==> config.mk <==
export PLATFORM = sky130hd
export DESIGN_NAME = elevator_dispatch_controller_top_flat
export DESIGN_NICKNAME = d
export VERILOG_FILES = /design/src/sv/edc_pkg.sv /design/src/sv/edc_in_if.sv /design/src/sv/edc_out_if.sv /design/src/sv/elevator_dispatch_controller_top.sv /design/src/flat_wrapper.sv
export SDC_FILE = /design/constraint.sdc
export NUM_CORES = 1
export LEC_CHECK = 0
export ABC_AREA = 0
export BUFFER_PORTS_ARGS = -buffer_cell sky130_fd_sc_hd__buf_2
export CAP_MARGIN = 30
export CELL_PAD_IN_SITES_DETAIL_PLACEMENT = 1
export CELL_PAD_IN_SITES_GLOBAL_PLACEMENT = 1
export CORE_UTILIZATION = 47
export DETAILED_ROUTE_END_ITERATION = 6
export GPL_TIMING_DRIVEN = 0
export PLACE_DENSITY_LB_ADDON = 0.1
export SYNTH_ARGS = -nofsm -noshare
export SYNTH_HDL_FRONTEND = slang
export SYNTH_SLANG_ARGS = --single-unit
==> constraint.sdc <==
create_clock -name clk -period 4.58 [get_ports clk]
set_input_delay 0.229 -clock clk [delete_from_list [all_inputs] [get_ports clk]]
set_output_delay 0.229 -clock clk [all_outputs]
set_load 0.01 [all_outputs]
==> src/sv/edc_pkg.sv <==
// Elevator dispatch controller: shared types and fixed field widths.
// Depends on nothing; compile first.
package edc_pkg;

  localparam int FLOOR_W = 5;   // floor fields on the ports
  localparam int FUNC_W  = 2;
  localparam int CMD_W   = 3;
  localparam int DIR_W   = 2;
  localparam int STATE_W = 2;

  typedef enum logic [FUNC_W-1:0] {
    FN_REQUEST = 2'd0,
    FN_MOVED   = 2'd1,
    FN_READY   = 2'd2
  } func_t;

  typedef enum logic [CMD_W-1:0] {
    CMD_NONE    = 3'd0,
    CMD_OPEN    = 3'd1,
    CMD_GO_ON   = 3'd2,
    CMD_STOP    = 3'd3,
    CMD_PREPARE = 3'd4
  } cmd_t;

  localparam logic signed [DIR_W-1:0] DIR_DOWN = -2'sd1;
  localparam logic signed [DIR_W-1:0] DIR_STAY = 2'sd0;
  localparam logic signed [DIR_W-1:0] DIR_UP   = 2'sd1;

  // Reported controller state codes
  localparam logic [STATE_W-1:0] CODE_FREE   = 2'd0;
  localparam logic [STATE_W-1:0] CODE_CHOOSE = 2'd1;
  localparam logic [STATE_W-1:0] CODE_MOVE   = 2'd2;
  localparam logic [STATE_W-1:0] CODE_STOP   = 2'd3;

endpackage

==> src/sv/edc_in_if.sv <==
// Input channel of the elevator dispatch controller: valid/ready plus request payload.
// Depends on edc_pkg.
interface edc_in_if;
  import edc_pkg::*;

  logic               valid;
  logic               ready;
  logic [FUNC_W-1:0]  func;
  logic [FLOOR_W-1:0] floor;

  modport source (output valid, output func, output floor, input ready);
  modport sink   (input valid, input func, input floor, output ready);
endinterface

==> src/sv/edc_out_if.sv <==
// Result channel of the elevator dispatch controller: valid/ready plus command payload.
// Depends on edc_pkg.
interface edc_out_if;
  import edc_pkg::*;

  logic                     valid;
  logic                     ready;
  logic [CMD_W-1:0]         command;
  logic signed [DIR_W-1:0]  move_dir;
  logic [FLOOR_W-1:0]       floor_now;
  logic [STATE_W-1:0]       ctrl_state;

  modport source (output valid, output command, output move_dir, output floor_now,
                  output ctrl_state, input ready);
  modport sink   (input valid, input command, input move_dir, input floor_now,
                  input ctrl_state, output ready);
endinterface

==> src/sv/elevator_dispatch_controller_top.sv <==
// Elevator dispatch controller, nearest-request scheme: top level.
// Depends on edc_pkg, edc_in_if and edc_out_if.
//
//  channel   dir  handshake        payload
//  in_chan   in   valid/ready      func[1:0], floor[4:0]
//  out_chan  out  valid/ready      command[2:0], move_dir[1:0] signed,
//                                  floor_now[4:0], ctrl_state[1:0]
//  cfg_*     in   cfg_we (no wait) cfg_wdata[4:0] = start floor
//
// Flow: a request, move or ready transaction that needs no target search
// is written to the result register when it is accepted. One that needs a
// search walks the request bits one floor a cycle in the comparator, then
// the FIN state commits the target. Only one transaction is in flight; a new
// one is taken when the sequencer is idle and the result register is free or
// being emptied in the same cycle. Reset is synchronous, active low, and
// clears all control state; the start floor returns to 1.
module elevator_dispatch_controller_top #(
  parameter int FLOORS = 16           // 2..64
) (
  input  logic                      clk,
  input  logic                      rst_n,
  edc_in_if.sink                    in_chan,
  edc_out_if.source                 out_chan,
  input  logic                      cfg_we,
  input  logic [edc_pkg::FLOOR_W-1:0] cfg_wdata
);
  import edc_pkg::*;

  // Bit index into the request vector, and a counter wide enough for FLOORS+1
  localparam int IDX_W = (FLOORS > 2) ? $clog2(FLOORS) : 1;
  localparam int CW    = $clog2(FLOORS + 2);
  // Floor fields are 5 bits wide, so the highest reachable floor is capped
  localparam logic [FLOOR_W-1:0] FLOOR_MAX = FLOOR_W'((FLOORS > 31) ? 31 : FLOORS);
  localparam logic [CW-1:0]      SCAN_LAST = CW'(FLOORS);
  localparam logic [CW-1:0]      DIST_INIT = CW'(FLOORS + 1);

  // Sequencer around the shared distance comparator
  typedef enum logic [2:0] {
    SQ_IDLE = 3'b001,
    SQ_SCAN = 3'b010,
    SQ_FIN  = 3'b100
  } seq_t;

  // Controller phase (the architectural state)
  typedef enum logic [3:0] {
    PH_FREE   = 4'b0001,
    PH_CHOOSE = 4'b0010,
    PH_MOVE   = 4'b0100,
    PH_STOP   = 4'b1000
  } phase_t;

  function automatic logic [FLOOR_W-1:0] clamp_floor(input logic [FLOOR_W-1:0] f);
    logic [FLOOR_W-1:0] r;
    r = f;
    if (f == '0) r = FLOOR_W'(1);
    else if (f > FLOOR_MAX) r = FLOOR_MAX;
    return r;
  endfunction

  function automatic logic [STATE_W-1:0] phase_code(input phase_t p);
    logic [STATE_W-1:0] c;
    case (p)
      PH_FREE:   c = CODE_FREE;
      PH_CHOOSE: c = CODE_CHOOSE;
      PH_MOVE:   c = CODE_MOVE;
      PH_STOP:   c = CODE_STOP;
      default:   c = CODE_FREE;
    endcase
    return c;
  endfunction

  // Architectural state
  logic [FLOOR_W-1:0]       start_r, start_nxt;
  logic [FLOOR_W-1:0]       cur_r, cur_nxt;
  logic [FLOOR_W-1:0]       goal_r, goal_nxt;
  logic [FLOORS-1:0]        req_r, req_nxt;
  phase_t                   phase_r, phase_nxt;
  logic signed [DIR_W-1:0]  head_r, head_nxt;

  // Search sequencer
  seq_t                     seq_r, seq_nxt;
  logic [CW-1:0]            scan_f_r, scan_f_nxt;
  logic [CW-1:0]            best_r, best_nxt;
  logic [CW-1:0]            best_d_r, best_d_nxt;

  // Result register
  logic                     out_valid_r, out_valid_nxt;
  logic [CMD_W-1:0]         out_cmd_r, out_cmd_nxt;
  logic signed [DIR_W-1:0]  out_dir_r, out_dir_nxt;
  logic [FLOOR_W-1:0]       out_floor_r, out_floor_nxt;
  logic [STATE_W-1:0]       out_state_r, out_state_nxt;

  logic                     in_rdy;
  logic                     in_acc;

  // Combinational helpers
  logic [FLOOR_W-1:0]       req_floor;
  logic [IDX_W-1:0]         req_idx;
  logic [FLOOR_W:0]         step_sum;
  logic [FLOOR_W-1:0]       step_floor;
  logic [IDX_W-1:0]         step_idx;
  logic [IDX_W-1:0]         scan_idx;
  logic [CW-1:0]            cur_ext;
  logic [CW-1:0]            scan_dist;
  logic                     emit;
  logic                     go_scan;
  cmd_t                     emit_cmd;
  logic signed [DIR_W-1:0]  emit_dir;

  assign in_rdy         = (seq_r == SQ_IDLE) && (!out_valid_r || out_chan.ready);
  assign in_acc         = in_chan.valid && in_rdy;
  assign in_chan.ready  = in_rdy;

  assign out_chan.valid      = out_valid_r;
  assign out_chan.command    = out_cmd_r;
  assign out_chan.move_dir   = out_dir_r;
  assign out_chan.floor_now  = out_floor_r;
  assign out_chan.ctrl_state = out_state_r;

  // Request decode
  assign req_floor = clamp_floor(in_chan.floor);
  assign req_idx   = IDX_W'(req_floor - FLOOR_W'(1));

  // One-floor step, clamped to the shaft
  assign step_sum   = {1'b0, cur_r} + {{(FLOOR_W-1){head_r[DIR_W-1]}}, head_r};
  assign step_floor = (step_sum == '0) ? FLOOR_W'(1) :
                      (step_sum > {1'b0, FLOOR_MAX}) ? FLOOR_MAX : step_sum[FLOOR_W-1:0];
  assign step_idx   = IDX_W'(step_floor - FLOOR_W'(1));

  // Shared distance unit used by the search
  assign scan_idx  = IDX_W'(scan_f_r - CW'(1));
  assign cur_ext   = CW'(cur_r);
  assign scan_dist = (scan_f_r > cur_ext) ? (scan_f_r - cur_ext) : (cur_ext - scan_f_r);

  always_comb begin
    start_nxt     = start_r;
    cur_nxt       = cur_r;
    goal_nxt      = goal_r;
    req_nxt       = req_r;
    phase_nxt     = phase_r;
    head_nxt      = head_r;
    seq_nxt       = seq_r;
    scan_f_nxt    = scan_f_r;
    best_nxt      = best_r;
    best_d_nxt    = best_d_r;
    out_valid_nxt = out_valid_r;
    out_cmd_nxt   = out_cmd_r;
    out_dir_nxt   = out_dir_r;
    out_floor_nxt = out_floor_r;
    out_state_nxt = out_state_r;
    emit          = 1'b0;
    go_scan       = 1'b0;
    emit_cmd      = CMD_NONE;
    emit_dir      = DIR_STAY;

    if (out_valid_r && out_chan.ready) begin
      out_valid_nxt = 1'b0;
    end

    // Start floor write; also repositions an idle cabin
    if (cfg_we) begin
      start_nxt = clamp_floor(cfg_wdata);
      if (phase_r == PH_FREE) begin
        cur_nxt = clamp_floor(cfg_wdata);
      end
    end

    case (seq_r)
      SQ_IDLE: begin
        if (in_acc) begin
          emit = 1'b1;
          case (in_chan.func)
            FN_REQUEST: begin
              if (!req_r[req_idx]) begin
                if (phase_r == PH_STOP && req_floor == cur_r) begin
                  // already standing here: just open the doors
                  emit_cmd = CMD_OPEN;
                end else begin
                  req_nxt[req_idx] = 1'b1;
                  if (phase_r == PH_FREE) begin
                    go_scan = 1'b1;
                  end
                end
              end
            end
            FN_MOVED: begin
              if (phase_r == PH_CHOOSE || phase_r == PH_MOVE) begin
                cur_nxt = step_floor;
                if (step_floor != goal_r && !req_r[step_idx]) begin
                  phase_nxt = PH_MOVE;
                  emit_cmd  = CMD_GO_ON;
                  emit_dir  = head_r;
                end else begin
                  phase_nxt         = PH_STOP;
                  req_nxt[step_idx] = 1'b0;
                  emit_cmd          = CMD_STOP;
                end
              end
            end
            FN_READY: begin
              if (phase_r == PH_FREE || phase_r == PH_STOP) begin
                go_scan = 1'b1;
              end
            end
            default: ;
          endcase
          if (go_scan) begin
            emit       = 1'b0;
            seq_nxt    = SQ_SCAN;
            scan_f_nxt = CW'(1);
            best_nxt   = '0;
            best_d_nxt = DIST_INIT;
          end
        end
      end
      SQ_SCAN: begin
        // strict less-than keeps the lower floor on a tie
        if (req_r[scan_idx] && scan_dist < best_d_r) begin
          best_nxt   = scan_f_r;
          best_d_nxt = scan_dist;
        end
        if (scan_f_r == SCAN_LAST) begin
          seq_nxt = SQ_FIN;
        end else begin
          scan_f_nxt = scan_f_r + CW'(1);
        end
      end
      SQ_FIN: begin
        emit    = 1'b1;
        seq_nxt = SQ_IDLE;
        if (best_r == '0) begin
          phase_nxt = PH_FREE;
        end else begin
          phase_nxt = PH_CHOOSE;
          goal_nxt  = FLOOR_W'(best_r);
          if (best_r == cur_ext) head_nxt = DIR_STAY;
          else if (best_r < cur_ext) head_nxt = DIR_DOWN;
          else head_nxt = DIR_UP;
          emit_cmd = CMD_PREPARE;
          emit_dir = head_nxt;
        end
      end
      default: begin
        seq_nxt = SQ_IDLE;
      end
    endcase

    if (emit) begin
      out_valid_nxt = 1'b1;
      out_cmd_nxt   = emit_cmd;
      out_dir_nxt   = emit_dir;
      out_floor_nxt = cur_nxt;
      out_state_nxt = phase_code(phase_nxt);
    end
  end

  always_ff @(posedge clk) begin
    if (!rst_n) begin
      start_r     <= FLOOR_W'(1);
      cur_r       <= FLOOR_W'(1);
      goal_r      <= '0;
      req_r       <= '0;
      phase_r     <= PH_FREE;
      head_r      <= DIR_STAY;
      seq_r       <= SQ_IDLE;
      scan_f_r    <= '0;
      best_r      <= '0;
      best_d_r    <= '0;
      out_valid_r <= 1'b0;
    end else begin
      start_r     <= start_nxt;
      cur_r       <= cur_nxt;
      goal_r      <= goal_nxt;
      req_r       <= req_nxt;
      phase_r     <= phase_nxt;
      head_r      <= head_nxt;
      seq_r       <= seq_nxt;
      scan_f_r    <= scan_f_nxt;
      best_r      <= best_nxt;
      best_d_r    <= best_d_nxt;
      out_valid_r <= out_valid_nxt;
    end
  end

  // Result payload: no reset needed
  always_ff @(posedge clk) begin
    out_cmd_r   <= out_cmd_nxt;
    out_dir_r   <= out_dir_nxt;
    out_floor_r <= out_floor_nxt;
    out_state_r <= out_state_nxt;
  end

  // The cabin never leaves the shaft
  a_floor_in_range: assert property (@(posedge clk) disable iff (!rst_n)
    (cur_r != '0) && (cur_r <= FLOOR_MAX))
    else $error("current floor out of range");

  // A finished search always lands in the result register
  a_fin_emits: assert property (@(posedge clk) disable iff (!rst_n)
    (seq_r == SQ_FIN) |=> out_valid_r)
    else $error("search finished without a result");

  // Search counter stays on real floors
  a_scan_bounds: assert property (@(posedge clk) disable iff (!rst_n)
    (seq_r == SQ_SCAN) |-> (scan_f_r != '0) && (scan_f_r <= SCAN_LAST))
    else $error("search counter out of range");

  // Stopped at a floor: that floor has no pending request
  a_stop_clears: assert property (@(posedge clk) disable iff (!rst_n)
    (phase_r == PH_STOP) |-> !req_r[IDX_W'(cur_r - FLOOR_W'(1))])
    else $error("request left pending at the stopped floor");

  // A travelling cabin always has a target
  a_goal_set: assert property (@(posedge clk) disable iff (!rst_n)
    (phase_r == PH_CHOOSE || phase_r == PH_MOVE) |-> (goal_r != '0))
    else $error("moving without a target");

  // No new transaction while a search is running
  a_no_accept_busy: assert property (@(posedge clk) disable iff (!rst_n)
    (seq_r == SQ_SCAN || seq_r == SQ_FIN) |-> !in_acc)
    else $error("transaction accepted during search");

endmodule
==> src/flat_wrapper.sv <==
// flat-port wrapper written by rule: the top's interface ports become plain ports
module elevator_dispatch_controller_top_flat import edc_pkg::*;
#(
  parameter int FLOORS = 16                   
)
  (clk, rst_n, cfg_we, cfg_wdata, in_chan_valid, in_chan_func, in_chan_floor, in_chan_ready, out_chan_valid, out_chan_command, out_chan_move_dir, out_chan_floor_now, out_chan_ctrl_state, out_chan_ready);
  edc_in_if in_chan_i ();
  edc_out_if out_chan_i ();
  input  logic clk;
  input  logic rst_n;
  input  logic cfg_we;
  input  logic [edc_pkg::FLOOR_W-1:0] cfg_wdata;
  input wire logic [$bits(in_chan_i.valid)-1:0] in_chan_valid;
  input wire logic [$bits(in_chan_i.func)-1:0] in_chan_func;
  input wire logic [$bits(in_chan_i.floor)-1:0] in_chan_floor;
  output wire logic [$bits(in_chan_i.ready)-1:0] in_chan_ready;
  output wire logic [$bits(out_chan_i.valid)-1:0] out_chan_valid;
  output wire logic [$bits(out_chan_i.command)-1:0] out_chan_command;
  output wire logic [$bits(out_chan_i.move_dir)-1:0] out_chan_move_dir;
  output wire logic [$bits(out_chan_i.floor_now)-1:0] out_chan_floor_now;
  output wire logic [$bits(out_chan_i.ctrl_state)-1:0] out_chan_ctrl_state;
  input wire logic [$bits(out_chan_i.ready)-1:0] out_chan_ready;
  assign in_chan_i.valid = in_chan_valid;
  assign in_chan_i.func = in_chan_func;
  assign in_chan_i.floor = in_chan_floor;
  assign in_chan_ready = in_chan_i.ready;
  assign out_chan_valid = out_chan_i.valid;
  assign out_chan_command = out_chan_i.command;
  assign out_chan_move_dir = out_chan_i.move_dir;
  assign out_chan_floor_now = out_chan_i.floor_now;
  assign out_chan_ctrl_state = out_chan_i.ctrl_state;
  assign out_chan_i.ready = out_chan_ready;
  elevator_dispatch_controller_top #(.FLOORS(FLOORS)) u_core (.clk(clk), .rst_n(rst_n), .in_chan(in_chan_i), .out_chan(out_chan_i), .cfg_we(cfg_we), .cfg_wdata(cfg_wdata));
endmodule
==> impl_results.md <==
- Final hold violations: 0
- Number of ports placed on the die boundary: 31
- Floorplan Core Area: 9153 µm²
- Total power: 0.001416 W
- Worst slew margin relative to its limit: 53.07%
- Highest attainable clock frequency: 0.2243 GHz
- Worst path arrival time: 4.57 ns
- Number of enable-type register cells in the synthesized netlist: 12
- Worst-case clock buffer depth: 2
- CP startpoint kind: flip-flop
- Buffers plus inverters on the worst setup path: 3
- Die W: 98.94 µm
- Delay of the slowest cell on the worst path: 0.55 ns
- RD Place Congestion: 0.8871
- Number of clock buffers inserted by TritonCTS: 9
- Kind of end point of the critical path: flip-flop
- Cell type group with the largest total delay on the critical path: compound AO/OA/AOI/OAI gates
- Least-Margin Pin Slew: 0.6997 ns
- Maximum number of pins on one net before global-route repair: 13
- Critical setup path kind: flip-flop to flip-flop
- Share of the core filled with cells in the final layout: 54.83%
- FF+latch count, synth: 63
- Via count of the first global-routing pass: 4146
- Number of hold buffers added after CTS: 0
- Power density over cell area: 282.1 nW/µm²
- Vertical extent of the die: 98.94 µm
- Syn nets: 539
- Clock period minus worst slack: 4.459 ns
- Largest fanout of any net on the critical path: 9
- Std cell rows: 35
- Max H-tree Level: 3
- Post-synthesis sequential area ratio: 31.27%
- Worst Hold Class: primary input to flip-flop
- Slowest stage cell, crit path: sky130_fd_sc_hd__fa_1
- Sum Neg Setup Slack: 0 ns
- Antenna diodes: 0
- Antenna Nets Post-Route: 0
- Static leakage: 1.952 nW
- Yosys Warn Count: 0
- Count of routing violations after the opening detailed-route iteration: 262
- Drt total wl: 14040 µm
- Final setup violation count: 0
- Critical hold path startpoint: out_chan_ready
- Start point of the critical path: u_core.cur_ext[1]$_SDFF_PN0_
- Number of max-cap violations: 0
- Beginning of the worst register-to-register path: u_core.cur_ext[1]$_SDFF_PN0_
- Via count of the routed design: 4038
- Total global-route track usage: 30.26%
- CP Cell Sequence: inv_1 > fa_1 > xnor2_4 > a2111oi_4 > o21bai_2 > xor2_2 > nand3b_1 > ha_1 > clkbuf_4 > mux2_2 > o21ai_0 > mux2i_1 > a211oi_4 > buf_4 > o22ai_1
- Root cell of the clock tree: sky130_fd_sc_hd__clkbuf_8
- Yosys cell types: 64
- Layout cell share with drive strength beyond 1: 17.57%
- Final worst-path cycle share: 97.35%
- First-pass GRT wire length: 22500 µm
- Port-buffer cells: 29
- Worst endpoint required time: 4.69 ns
- Remaining Overflow, GRT: 0
- DIE AREA: 9789 µm²
- Layout overhead on the synthesized area: 13.63%
- Max-slew violation count: 0
- Asr flop ratio synth: 0%
- Post-synth top flop: sky130_fd_sc_hd__dfxtp_1
- Synthesized area per cell: 9.107 µm²
- Outcome: completed
- Clock slew seen by the registers of the worst setup and hold paths: 0.08 ns
- Net total in the final layout: 584
- Placed wire-length estimate: 10450 µm
- Average detailed-routed wire length per instance: 21.74 µm
- Worst Clk Skew: 0.01182 ns
- Largest voltage drop on the vdd net: 0.1156 mV
- DRC violation count after routing: 0
- Avg Vias per Cell: 6.251
- Count of mapped cells out of synthesis: 485
- TritonCTS clock tree: built
- Mapped Area: 4417 µm²
- First-pass iteration count of the detailed router: 5
- Number of antenna violations at the first check in global routing: 0
- Effective utilization at floorplan: 48.26%
- Number of sinks driven by the clock tree: 63
- Clock latency on the worst-skew pair: 0.36 ns
-- kinds of logic after synthesis --
logic type	Yosys count	share of synthesized area, %
DFF	63	31.27
adders and majority gates	37	10.99
and+or+nand+nor	152	17.73
AOI/OAI and AO/OA	129	20.43
buffers and inverters	52	4.901
muxes	27	9.122
xor gates and xnor gates	25	5.553
-- per-layer routing --
layer | up-vias | GRT usage (%) | wire length (µm)
met4 | 0 | 10.91 | 268
met1 | 2014 | 40.25 | 6334
met5 | - | 0 | 0
met3 | 20 | 4.397 | 603
li1 | 1887 | - | -
met2 | 117 | 50.03 | 6835
-- synthesized netlist by cell type, drive strengths merged, types with 12 or more instances --
library cell | instances | area [µm²]
nand2 | 34 | 127.6
a21oi | 38 | 190.2
ha | 34 | 425.4
o21ai | 15 | 75.07
dfxtp | 51 | 1021
clkbuf | 17 | 67.57
edfxtp | 12 | 360.4
nand3 | 19 | 95.09
nor2 | 33 | 123.9
a311oi | 12 | 105.1
inv | 31 | 116.4
xnor2 | 15 | 157.7
-- report_power, final --
part / switching (W) / internal [W] / total [W]
combinational: 0.000160 / 0.000103 / 0.000263
sequential: 0.0000106 / 0.000577 / 0.000587
clock: 0.000259 / 0.000307 / 0.000566
total: 0.000429 / 0.000987 / 0.00142
-- cell usage in the layout (no fill, tap or decap), types with 11 or more instances in the layout --
| cell | instances |
|---|---|
| sky130_fd_sc_hd__edfxtp_1 | 12 |
| sky130_fd_sc_hd__nand3_1 | 19 |
| sky130_fd_sc_hd__ha_1 | 33 |
| sky130_fd_sc_hd__dfxtp_1 | 48 |
| sky130_fd_sc_hd__o21ai_0 | 15 |
| sky130_fd_sc_hd__mux2i_1 | 11 |
| sky130_fd_sc_hd__a21oi_1 | 37 |
| sky130_fd_sc_hd__nor2_1 | 33 |
| sky130_fd_sc_hd__clkbuf_1 | 14 |
| sky130_fd_sc_hd__a311oi_1 | 12 |
| sky130_fd_sc_hd__nand2_1 | 34 |
| sky130_fd_sc_hd__inv_1 | 31 |
| sky130_fd_sc_hd__xnor2_1 | 13 |
| sky130_fd_sc_hd__buf_2 | 31 |
-- flip-flops by register name, indices dropped and copies added (netlist names), 3 cells and up --
register                   cells
u_core.scan_f_r                5
u_core.best_d_r                5
u_core.goal_r                  5
u_core.seq_r                   3
u_core.cur_ext                 5
u_core.out_chan.command        3
u_core.req_r                  16
u_core.best_r                  5
u_core.out_chan.floor_now      5
u_core.phase_r                 4
-- worst register-to-register path: cells and delay by family, from the launching register on --
| kind | cells | cell delay, ns |
|---|---|---|
| buf+inv | 3 | 0.58 |
| fa+ha+maj | 2 | 0.87 |
| mux | 2 | 0.51 |
| compound gates | 5 | 1.19 |
| xor+xnor | 2 | 0.45 |
| simple gates | 1 | 0.17 |
| flops | 1 | 0.45 |
-- area by class of cell --
cell class	count	area, µm²
fillers	1084	4134
flip-flops and latches	63	1385
multi-input cells	370	2874
repair buffers	34	180.2
inverters	31	116.4
well taps	111	138.9
clock buffers	9	123.9
clock inverters	7	97.59
plain buffers	21	102.6
-- final timing paths --
check | to | slack, ns | cells past startpoint
worst max-delay path | u_core.out_chan.command[0]$_DFFE_PP_ | 0.12 | 15
worst min-delay path | u_core.out_chan.valid$_SDFFE_PN0P_ | 0.18 | 4
worst max register to register | u_core.out_chan.command[0]$_DFFE_PP_ | 0.12 | 15
worst min register to register | u_core.best_d_r[4]$_SDFFE_PN0P_ | 0.46 | 2
-- through the flow --
step / std cells / setup slack [ns] / cell area [µm²] / hold slack, ns
global route: 646 / -0.01411 / 5019 / 0.2073
floorplan: 485 / 0.4251 / 4417 / 0.4319
detailed placement: 627 / -0.5846 / 4713 / 0.4536
global placement: 625 / -0.5469 / 4701 / 0.4390
CTS: 645 / 0.01578 / 4966 / 0.1705
finish: 646 / 0.1212 / 5019 / 0.1770
-- repair_timing --
action | 4_1_cts | 5_1_grt
pin swaps | 3 | 2
resized for setup | 3 | 12
endpoints found under the setup margin | 21 | 27
buffers inserted | 2 | 1
(Power assumes the default switching activity.)
